$ cat config.mk
export PLATFORM = sky130hd
export DESIGN_NAME = text_newline_case_converter
export DESIGN_NICKNAME = d
export VERILOG_FILES = /design/src/hw/rtl/tncc_pkg.sv /design/src/hw/rtl/tncc_front.sv /design/src/hw/rtl/tncc_queue.sv /design/src/hw/rtl/tncc_back.sv /design/src/hw/rtl/text_newline_case_converter.sv
export SDC_FILE = /design/constraint.sdc
export NUM_CORES = 1
export LEC_CHECK = 0
export BUFFER_PORTS_ARGS = -buffer_cell sky130_fd_sc_hd__buf_2
export CELL_PAD_IN_SITES_DETAIL_PLACEMENT = 0
export CELL_PAD_IN_SITES_GLOBAL_PLACEMENT = 1
export CORE_ASPECT_RATIO = 1.25
export CORE_MARGIN = 5
export CORE_UTILIZATION = 52
export DETAILED_ROUTE_END_ITERATION = 7
export PLACE_DENSITY = 0.85
export SETUP_SLACK_MARGIN = 0.1
export SYNTH_ARGS = -nofsm -noshare
export SYNTH_HDL_FRONTEND = slang
export SYNTH_SLANG_ARGS = --single-unit
$ cat constraint.sdc
create_clock -name i_clk -period 14.45 [get_ports i_clk]
set_input_delay 1.445 -clock i_clk [delete_from_list [all_inputs] [get_ports i_clk]]
set_output_delay 1.445 -clock i_clk [all_outputs]
set_load 0.02 [all_outputs]
$ cat src/hw/rtl/tncc_pkg.sv
// shared types, constants and byte conversion functions for the newline and case converter
package tncc_pkg;

    localparam logic [7:0] CH_TAB   = 8'd9;
    localparam logic [7:0] CH_LF    = 8'd10;
    localparam logic [7:0] CH_CR    = 8'd13;
    localparam logic [7:0] CH_SPACE = 8'd32;
    localparam logic [7:0] CH_QMARK = 8'd63;
    localparam logic [7:0] CASE_DIST = 8'd32;

    localparam int QUEUE_DEPTH = 2;
    localparam int QPTR_W      = $clog2(QUEUE_DEPTH);
    localparam int QCNT_W      = $clog2(QUEUE_DEPTH + 1);

    typedef enum logic [1:0] {
        NL_KEEP,
        NL_TO_LF,
        NL_TO_CRLF,
        NL_TO_CR
    } t_nl_mode;

    typedef enum logic [1:0] {
        CASE_KEEP,
        CASE_UPPER,
        CASE_LOWER,
        CASE_TITLE
    } t_case_mode;

    typedef enum logic [1:0] {
        NL_PAIR,
        NL_LONE_CR,
        NL_LONE_LF
    } t_nl_kind;

    typedef enum logic [1:0] {
        CFG_NEWLINE,
        CFG_CASE,
        CFG_ASCII
    } t_cfg_idx;

    typedef struct packed {
        t_nl_mode   nl_mode;
        t_case_mode case_mode;
        logic       ascii_en;
    } t_cfg;

    // one request worth of raw bytes, before case and ascii handling
    typedef struct packed {
        logic [3:0][7:0] bytes;
        logic [1:0]      last;
        logic            chg;
        logic            fin;
    } t_plan;

    typedef struct packed {
        logic [1:0] len;
        logic [7:0] b0;
        logic [7:0] b1;
        logic       chg;
    } t_nl_seq;

    typedef struct packed {
        logic [7:0] c;
        logic       ws;
        logic       chg;
    } t_case_res;

    function automatic t_nl_seq nl_seq(input t_nl_mode mode, input t_nl_kind kind);
        t_nl_seq s;
        s.len = 2'd1;
        s.b0  = CH_LF;
        s.b1  = CH_LF;
        s.chg = 1'b0;
        case (mode)
            NL_TO_LF: begin
                s.b0  = CH_LF;
                s.chg = (kind != NL_LONE_LF);
            end
            NL_TO_CRLF: begin
                s.len = 2'd2;
                s.b0  = CH_CR;
                s.chg = (kind != NL_PAIR);
            end
            NL_TO_CR: begin
                s.b0  = CH_CR;
                s.chg = (kind != NL_LONE_CR);
            end
            default: begin
                case (kind)
                    NL_PAIR: begin
                        s.len = 2'd2;
                        s.b0  = CH_CR;
                    end
                    NL_LONE_CR: s.b0 = CH_CR;
                    default:    s.b0 = CH_LF;
                endcase
            end
        endcase
        return s;
    endfunction

    function automatic t_case_res case_byte(input logic [7:0] c, input t_case_mode mode,
                                            input logic ws);
        t_case_res r;
        logic      lo;
        logic      up;
        lo    = (c >= 8'h61) && (c <= 8'h7a);
        up    = (c >= 8'h41) && (c <= 8'h5a);
        r.c   = c;
        r.ws  = ws;
        r.chg = 1'b0;
        case (mode)
            CASE_UPPER: begin
                if (lo) begin
                    r.c   = c - CASE_DIST;
                    r.chg = 1'b1;
                end
            end
            CASE_LOWER: begin
                if (up) begin
                    r.c   = c + CASE_DIST;
                    r.chg = 1'b1;
                end
            end
            CASE_TITLE: begin
                if (lo && ws) begin
                    r.c   = c - CASE_DIST;
                    r.ws  = 1'b0;
                    r.chg = 1'b1;
                end else if (up && !ws) begin
                    r.c   = c + CASE_DIST;
                    r.chg = 1'b1;
                end else if (c == CH_SPACE || c == CH_TAB || c == CH_LF || c == CH_CR) begin
                    r.ws = 1'b1;
                end else begin
                    r.ws = 1'b0;
                end
            end
            default: ;
        endcase
        return r;
    endfunction

endpackage

$ cat src/hw/rtl/tncc_front.sv
// front end: takes input requests, resolves newlines and held carriage returns into a byte plan
module tncc_front (
    input  logic            i_clk,
    input  logic            i_rst_n,
    input  tncc_pkg::t_cfg  i_cfg,
    input  logic            i_valid,
    output logic            o_ready,
    input  logic [7:0]      i_in_byte,
    input  logic            i_is_final,
    input  logic            i_q_full,
    output logic            o_push,
    output tncc_pkg::t_plan o_plan
);
    import tncc_pkg::*;

    logic       r_held_cr;
    logic       n_held_cr;
    logic       active;
    logic       is_cr;
    logic       is_lf;
    logic       consumed;
    t_nl_seq    seq_a;
    t_nl_seq    seq_b;
    logic [1:0] len_a;
    logic [1:0] len_b;
    logic [2:0] len_all;
    logic       accept;

    assign active   = (i_cfg.nl_mode != NL_KEEP);
    assign is_cr    = (i_in_byte == CH_CR);
    assign is_lf    = (i_in_byte == CH_LF);
    assign consumed = r_held_cr && active && is_lf;
    assign o_ready  = !i_q_full;
    assign accept   = i_valid && o_ready;

    always_comb begin
        seq_a     = nl_seq(i_cfg.nl_mode, consumed ? NL_PAIR : NL_LONE_CR);
        len_a     = r_held_cr ? seq_a.len : 2'd0;
        seq_b     = nl_seq(i_cfg.nl_mode, NL_LONE_LF);
        len_b     = 2'd0;
        n_held_cr = 1'b0;
        if (!consumed) begin
            if (active && is_cr) begin
                if (i_is_final) begin
                    seq_b = nl_seq(i_cfg.nl_mode, NL_LONE_CR);
                    len_b = seq_b.len;
                end else begin
                    n_held_cr = 1'b1;
                end
            end else if (active && is_lf) begin
                len_b = seq_b.len;
            end else begin
                seq_b.b0  = i_in_byte;
                seq_b.chg = 1'b0;
                len_b     = 2'd1;
            end
        end
        len_all = {1'b0, len_a} + {1'b0, len_b};

        o_plan.bytes[0] = (len_a == 2'd0) ? seq_b.b0 : seq_a.b0;
        o_plan.bytes[1] = (len_a == 2'd0) ? seq_b.b1 :
                          (len_a == 2'd1) ? seq_b.b0 : seq_a.b1;
        o_plan.bytes[2] = (len_a == 2'd2) ? seq_b.b0 : seq_b.b1;
        o_plan.bytes[3] = seq_b.b1;
        o_plan.last     = 2'(len_all - 3'd1);
        o_plan.chg      = (r_held_cr && seq_a.chg) || ((len_b != 2'd0) && seq_b.chg);
        o_plan.fin      = i_is_final;
        o_push          = accept && (len_all != 3'd0);
    end

    always_ff @(posedge i_clk) begin
        if (!i_rst_n) begin
            r_held_cr <= 1'b0;
        end else if (accept) begin
            r_held_cr <= n_held_cr;
        end
    end

`ifndef SYNTHESIS
    // a held carriage return is never carried past the end of a file
    a_no_hold_after_final: assert property (@(posedge i_clk) disable iff (!i_rst_n)
        accept && i_is_final |=> !r_held_cr)
        else $error("carriage return held across end of file");
    // a final byte always produces results
    a_final_pushes: assert property (@(posedge i_clk) disable iff (!i_rst_n)
        accept && i_is_final |-> o_push)
        else $error("final byte produced no result");
    // a request that yields nothing must leave a carriage return held
    a_empty_holds: assert property (@(posedge i_clk) disable iff (!i_rst_n)
        accept && !o_push |=> r_held_cr)
        else $error("request dropped without holding");
`endif

endmodule

$ cat src/hw/rtl/tncc_queue.sv
// short plan queue between front and back
module tncc_queue (
    input  logic            i_clk,
    input  logic            i_rst_n,
    input  logic            i_push,
    input  tncc_pkg::t_plan i_plan,
    output logic            o_full,
    input  logic            i_pop,
    output logic            o_head_valid,
    output tncc_pkg::t_plan o_head
);
    import tncc_pkg::*;

    t_plan             r_mem [QUEUE_DEPTH];
    logic [QPTR_W-1:0] r_wp;
    logic [QPTR_W-1:0] r_rp;
    logic [QCNT_W-1:0] r_cnt;
    logic              do_pop;
    logic              do_push;

    assign o_full       = (r_cnt == QCNT_W'(QUEUE_DEPTH));
    assign o_head_valid = (r_cnt != '0);
    assign o_head       = r_mem[r_rp];
    assign do_pop       = i_pop && o_head_valid;
    assign do_push      = i_push && !o_full;

    always_ff @(posedge i_clk) begin
        if (do_push) begin
            r_mem[r_wp] <= i_plan;
        end
    end

    always_ff @(posedge i_clk) begin
        if (!i_rst_n) begin
            r_wp  <= '0;
            r_rp  <= '0;
            r_cnt <= '0;
        end else begin
            if (do_push) begin
                r_wp <= (r_wp == QPTR_W'(QUEUE_DEPTH - 1)) ? '0 : r_wp + 1'b1;
            end
            if (do_pop) begin
                r_rp <= (r_rp == QPTR_W'(QUEUE_DEPTH - 1)) ? '0 : r_rp + 1'b1;
            end
            r_cnt <= r_cnt + QCNT_W'(do_push) - QCNT_W'(do_pop);
        end
    end

`ifndef SYNTHESIS
    a_cnt_range: assert property (@(posedge i_clk) disable iff (!i_rst_n)
        r_cnt <= QCNT_W'(QUEUE_DEPTH))
        else $error("queue count out of range");
    a_no_push_full: assert property (@(posedge i_clk) disable iff (!i_rst_n)
        i_push |-> !o_full)
        else $error("push into full queue");
    a_pop_nonempty: assert property (@(posedge i_clk) disable iff (!i_rst_n)
        i_pop |-> o_head_valid)
        else $error("pop from empty queue");
`endif

endmodule

$ cat src/hw/rtl/tncc_back.sv
// back end: walks plans a byte per unstalled cycle, applies case/ascii rules, drives output regs
module tncc_back (
    input  logic            i_clk,
    input  logic            i_rst_n,
    input  tncc_pkg::t_cfg  i_cfg,
    input  logic            i_head_valid,
    input  tncc_pkg::t_plan i_head,
    output logic            o_pop,
    output logic            o_valid,
    input  logic            i_ready,
    output logic [7:0]      o_out_byte,
    output logic            o_run_end,
    output logic            o_file_end,
    output logic            o_any_change
);
    import tncc_pkg::*;

    logic       r_valid;
    logic [7:0] r_out_byte;
    logic       r_run_end;
    logic       r_file_end;
    logic       r_any_change;
    logic [1:0] r_idx;
    logic       r_word_start;
    logic       r_changed;
    logic       advance;
    logic       last;
    logic       fend;
    logic       ascii_hit;
    logic       chg_now;
    logic [7:0] n_byte;
    t_case_res  cres;

    assign advance = i_head_valid && (!r_valid || i_ready);
    assign last    = (r_idx == i_head.last);
    assign fend    = last && i_head.fin;
    assign o_pop   = advance && last;

    always_comb begin
        cres      = case_byte(i_head.bytes[r_idx], i_cfg.case_mode, r_word_start);
        ascii_hit = i_cfg.ascii_en && cres.c[7];
        n_byte    = ascii_hit ? CH_QMARK : cres.c;
        chg_now   = r_changed || i_head.chg || cres.chg || ascii_hit;
    end

    always_ff @(posedge i_clk) begin
        if (!i_rst_n) begin
            r_valid      <= 1'b0;
            r_idx        <= 2'd0;
            r_word_start <= 1'b1;
            r_changed    <= 1'b0;
        end else begin
            if (advance) begin
                r_valid      <= 1'b1;
                r_idx        <= last ? 2'd0 : r_idx + 2'd1;
                r_word_start <= fend ? 1'b1 : cres.ws;
                r_changed    <= fend ? 1'b0 : chg_now;
            end else if (i_ready) begin
                r_valid <= 1'b0;
            end
        end
    end

    always_ff @(posedge i_clk) begin
        if (advance) begin
            r_out_byte   <= n_byte;
            r_run_end    <= last;
            r_file_end   <= fend;
            r_any_change <= fend && chg_now;
        end
    end

    assign o_valid      = r_valid;
    assign o_out_byte   = r_out_byte;
    assign o_run_end    = r_run_end;
    assign o_file_end   = r_file_end;
    assign o_any_change = r_any_change;

`ifndef SYNTHESIS
    // byte index stays inside the current plan
    a_idx_in_plan: assert property (@(posedge i_clk) disable iff (!i_rst_n)
        i_head_valid |-> r_idx <= i_head.last)
        else $error("byte index beyond plan");
    a_fend_is_run_end: assert property (@(posedge i_clk) disable iff (!i_rst_n)
        r_valid && r_file_end |-> r_run_end)
        else $error("file end without run end");
    a_change_only_at_end: assert property (@(posedge i_clk) disable iff (!i_rst_n)
        r_valid && r_any_change |-> r_file_end)
        else $error("change flag outside file end");
    // file state is back at its start after the last byte of a file
    a_file_state_cleared: assert property (@(posedge i_clk) disable iff (!i_rst_n)
        advance && fend |=> r_word_start && !r_changed && r_idx == 2'd0)
        else $error("file state not cleared");
`endif

endmodule

$ cat src/hw/rtl/text_newline_case_converter.sv
// top level: newline, case and ascii conversion of a byte stream
// a request's first result passes the plan queue, then the back end output register
// throughput: one result per cycle while the output is not stalled; a request yields
// 0 to 4 results and holds the byte walker in the back end until its last is produced
// a two-entry plan queue lets the front take requests while the back is stalled
// reset (synchronous, active low) clears registers to mode 0, queue and output to empty
module text_newline_case_converter (
    input  logic       i_clk,
    input  logic       i_rst_n,
    input  logic       i_cfg_we,
    input  logic [1:0] i_cfg_idx,
    input  logic [1:0] i_cfg_data,
    input  logic       i_valid,
    output logic       o_ready,
    input  logic [7:0] i_in_byte,
    input  logic       i_is_final,
    output logic       o_valid,
    input  logic       i_ready,
    output logic [7:0] o_out_byte,
    output logic       o_run_end,
    output logic       o_file_end,
    output logic       o_any_change
);
    import tncc_pkg::*;

    t_cfg  r_cfg;
    t_plan plan;
    t_plan head;
    logic  push;
    logic  pop;
    logic  q_full;
    logic  head_valid;

    always_ff @(posedge i_clk) begin
        if (!i_rst_n) begin
            r_cfg.nl_mode   <= NL_KEEP;
            r_cfg.case_mode <= CASE_KEEP;
            r_cfg.ascii_en  <= 1'b0;
        end else if (i_cfg_we) begin
            unique case (t_cfg_idx'(i_cfg_idx))
                CFG_NEWLINE: r_cfg.nl_mode   <= t_nl_mode'(i_cfg_data);
                CFG_CASE:    r_cfg.case_mode <= t_case_mode'(i_cfg_data);
                CFG_ASCII:   r_cfg.ascii_en  <= i_cfg_data[0];
                default: ;
            endcase
        end
    end

    tncc_front u_front (
        .i_clk      (i_clk),
        .i_rst_n    (i_rst_n),
        .i_cfg      (r_cfg),
        .i_valid    (i_valid),
        .o_ready    (o_ready),
        .i_in_byte  (i_in_byte),
        .i_is_final (i_is_final),
        .i_q_full   (q_full),
        .o_push     (push),
        .o_plan     (plan)
    );

    tncc_queue u_queue (
        .i_clk        (i_clk),
        .i_rst_n      (i_rst_n),
        .i_push       (push),
        .i_plan       (plan),
        .o_full       (q_full),
        .i_pop        (pop),
        .o_head_valid (head_valid),
        .o_head       (head)
    );

    tncc_back u_back (
        .i_clk        (i_clk),
        .i_rst_n      (i_rst_n),
        .i_cfg        (r_cfg),
        .i_head_valid (head_valid),
        .i_head       (head),
        .o_pop        (pop),
        .o_valid      (o_valid),
        .i_ready      (i_ready),
        .o_out_byte   (o_out_byte),
        .o_run_end    (o_run_end),
        .o_file_end   (o_file_end),
        .o_any_change (o_any_change)
    );

endmodule
==> metrics.txt <==
vias per cell 5.57; xor-xnor portion of the synthesized cell area 0.0129; gr ovfl total 0; commonest cells after routing, fill and taps aside edfxtp_1 (67), nor2_1 (41), buf_2 (30); Remaining DRCs 0; endpoints failing setup 0; Max Slew Vio Count 0; Adder-Cell Fraction of Synth Area 0.0388; multi-input gate area in the final layout 1600 um2; Tcrit/Tclk final 0.368; Routed WL per cell 16.6 um; final-report hold violation count 0; TritonCTS clock tree built; area grow syn2layout 10.6%; sequential share of the synthesized area 0.575; Max transition margin 0.176; violation count after the first detailed-routing iteration 158; simple-gate share of the synthesized area 0.155; Post-Synthesis Cells 339; Pwr Density 177 nW/um2; I/O Buffers 30; main combinational cell family by area after synthesis simple AND/OR/NAND/NOR gates; top cells by area, synth edfxtp_1 (50%), dfxtp_1 (7.9%), mux2i_1 (4.4%), nor2_1 (3.8%), ha_1 (3.4%); Root Buffer clkbuf_8; post-route minimum period 5.31 ns; post_cts resized 0; PnR worst setup slack 9.14 ns; Worst Skew 0.0107 ns; Crit path largest cell delay 1.01 ns; FFs w/ async S/R, synth 0; global-route wire length before repair 12,900 um; post-synth top area cell edfxtp_1; total power 0.000795 W; Netlist cell types 61; worst-margin pin slew 1.24 ns; most used cell, CP ha_1; hold path endpoint u_back.o_valid; P_leak 1.64 nW; Crit-path slowest cell and2_1; RR Endpoint u_queue.r_mem[1][12]; Worst Path Buf+Inv 2; count of warnings emitted by yosys 0; crit path max fanout 28; DP Wirelength 5830 um; f_max 188 MHz; routability cong. 0.843; worst skew pair latency 0.36 ns; r2r startpoint r_cfg[4]; clock buffer depth 2; synthesis-stage register bit count 83; TritonCTS buffer count 9; Chip Width 89.0 um; most common cell after layout, fill and taps aside edfxtp_1; CP arrival 5.29 ns; GRT Total Usage 0.180; Max-Cap Viols 0; post-route ant nets 0; largest net degree at the start of global routing 29; Post-synth EDFFs 67; Initial Util 0.527; crit start category primary input; Worst Reg-to-Reg Cells 13; row count 36; Clock transition at path regs 0.08 ns; mux cell area share after synthesis 0.0786; Worst VDD drop 86.1 uV; Post-CTS Hold Fix Bufs 0; run status complete, no violations; Final nets 404; antenna diode count 0; Mean Syn Cell Area 12.0 um2; setup TNS 0 ns; # IOs 31; worst-path cell chain buf_2 > or4b_2 > nor3_1 > nand4b_1 > a21boi_0 > nor2_1 > ha_1 > inv_1 > fa_1 > ha_1 > a21oi_1 > and2_1; hold depth 2; post-synth net total 369; Post-Synthesis Cell Area 4060 um2; compound-gate portion of the synthesized area 0.109; routed vias 2,639; post-place setup slack 8.76 ns; setup bufs post-CTS 0; clk sink count 83; FF/Latch Area 2330 um2; DIE AREA 9680 um2; drt pass-1 iters 4; initial antenna violation count 0; Synth top area share 0.496; r2r setup slk 9.52 ns; vias in the first global route 2,651; Core Area 7700 um2; worst endpoint required time 14.42 ns; Crit. End Element register; H-tree Lvls 3; unrepaired setup endpoints after global routing false; DIE HEIGHT 109 um; hold crit path type register to register; layout cell share with drive strength beyond 1 0.185; Setup CP Type primary input to register; FILL cells 647; Crit path max-delay family simple AND/OR/NAND/NOR gates; Main synth FF type edfxtp_1; hold_sp u_queue.r_cnt[0]; total wire length 7860 um
==> worst max path at each step <==
| stage | slack, ns | cells past startpoint | startpoint | end |
|---|---|---|---|---|
| 6_report | 9.14 | 12 | i_in_byte[6] | u_queue.r_mem[1][12] |
| 5_1_grt | 8.86 | 12 | i_in_byte[6] | u_queue.r_mem[1][25] |
| 4_1_cts | 9.13 | 12 | i_in_byte[6] | u_queue.r_mem[1][12] |
| 3_5_place_dp | 8.76 | 12 | i_in_byte[6] | u_queue.r_mem[1][14] |
| 3_3_place_gp | 8.87 | 12 | i_in_byte[6] | u_queue.r_mem[1][14] |
| 2_1_floorplan | 8.82 | 11 | i_in_byte[6] | u_queue.r_mem[0][0] |
==> cells by family (layout without fill, tap and decap cells) <==
kind of cell,Yosys count,count (layout)
AO/OA/AOI/OAI,58,58
XOR/XNOR,6,6
adder cells (fa/ha/maj),12,12
buffers and inverters,27,67
flip-flops,83,83
multiplexers,27,27
AND/OR/NAND/NOR,126,126
==> synthesized netlist by cell type (3+ instances only) <==
cell type / number
and3_1: 6
mux2i_1: 18
nor2_1: 41
and2_1: 13
o22ai_1: 4
nand2b_1: 6
clkbuf_1: 4
dfxtp_1: 16
xnor2_1: 5
ha_1: 11
edfxtp_1: 67
nand2_1: 24
nand3b_1: 3
mux2_2: 5
inv_1: 19
nor3_1: 9
o21ai_0: 8
a21oi_1: 13
nand3_1: 8
o211ai_1: 3
mux4_2: 3
nor2b_1: 7
==> where the power goes <==
part | leakage (nW) | internal (W) | switching [W]
combinational | 0.804 | 0.000113 | 0.000180
sequential | 0.743 | 0.000314 | 0.0000192
clock | 0.0939 | 0.0000817 | 0.0000871
total | 1.64 | 0.000509 | 0.000286
==> metal layers <==
metal | wire length (um) | track usage | vias up
met5 | 0 | 0 | -
met4 | 187 | 0.0734 | 0
met3 | 327 | 0.0514 | 12
met2 | 4020 | 0.298 | 57
met1 | 3320 | 0.221 | 1260
li1 | - | - | 1310
==> worst min-delay path, cell delays in order, from the launching register on <==
cell and delay [ns]:
dfxtp_1 0.35, nor3_1 0.06, nor2_1 0.07
==> area by class of cell <==
type                    count  share of cell area
well taps                  95              0.0265
repair buffers             32              0.0368
multi-input cells         229               0.357
clock inverters             6              0.0159
inverters                  19              0.0159
clock buffers              10              0.0284
flip-flops and latches     83               0.519
==> registers in the layout, summed over array words and instances (netlist names), named ones only <==
| register | count |
|---|---|
| r_cfg | 5 |
| u_queue.r_wp | 1 |
| u_back.r_changed | 1 |
| u_queue.r_rp | 1 |
| u_back.r_word_start | 1 |
| u_back.o_any_change | 1 |
| u_back.o_run_end | 1 |
| u_front.r_held_cr | 1 |
| u_queue.r_mem | 56 |
| u_queue.r_cnt | 2 |
| u_back.o_file_end | 1 |
| u_back.r_idx | 2 |
| u_back.o_valid | 1 |
| u_back.o_out_byte | 8 |
==> metrics by stage <==
step                      std cells  cell area (um2)  hold slack (ns)   util
final                           474             4490            0.517  0.583
after CTS                       474             4490            0.523  0.583
after global placement          458             4290            0.487  0.557
after detailed placement        458             4290            0.502  0.557
after floorplan                 339             4060            0.469      -
after global routing            474             4490            0.562  0.583
Power figures use the tool's default switching activity.
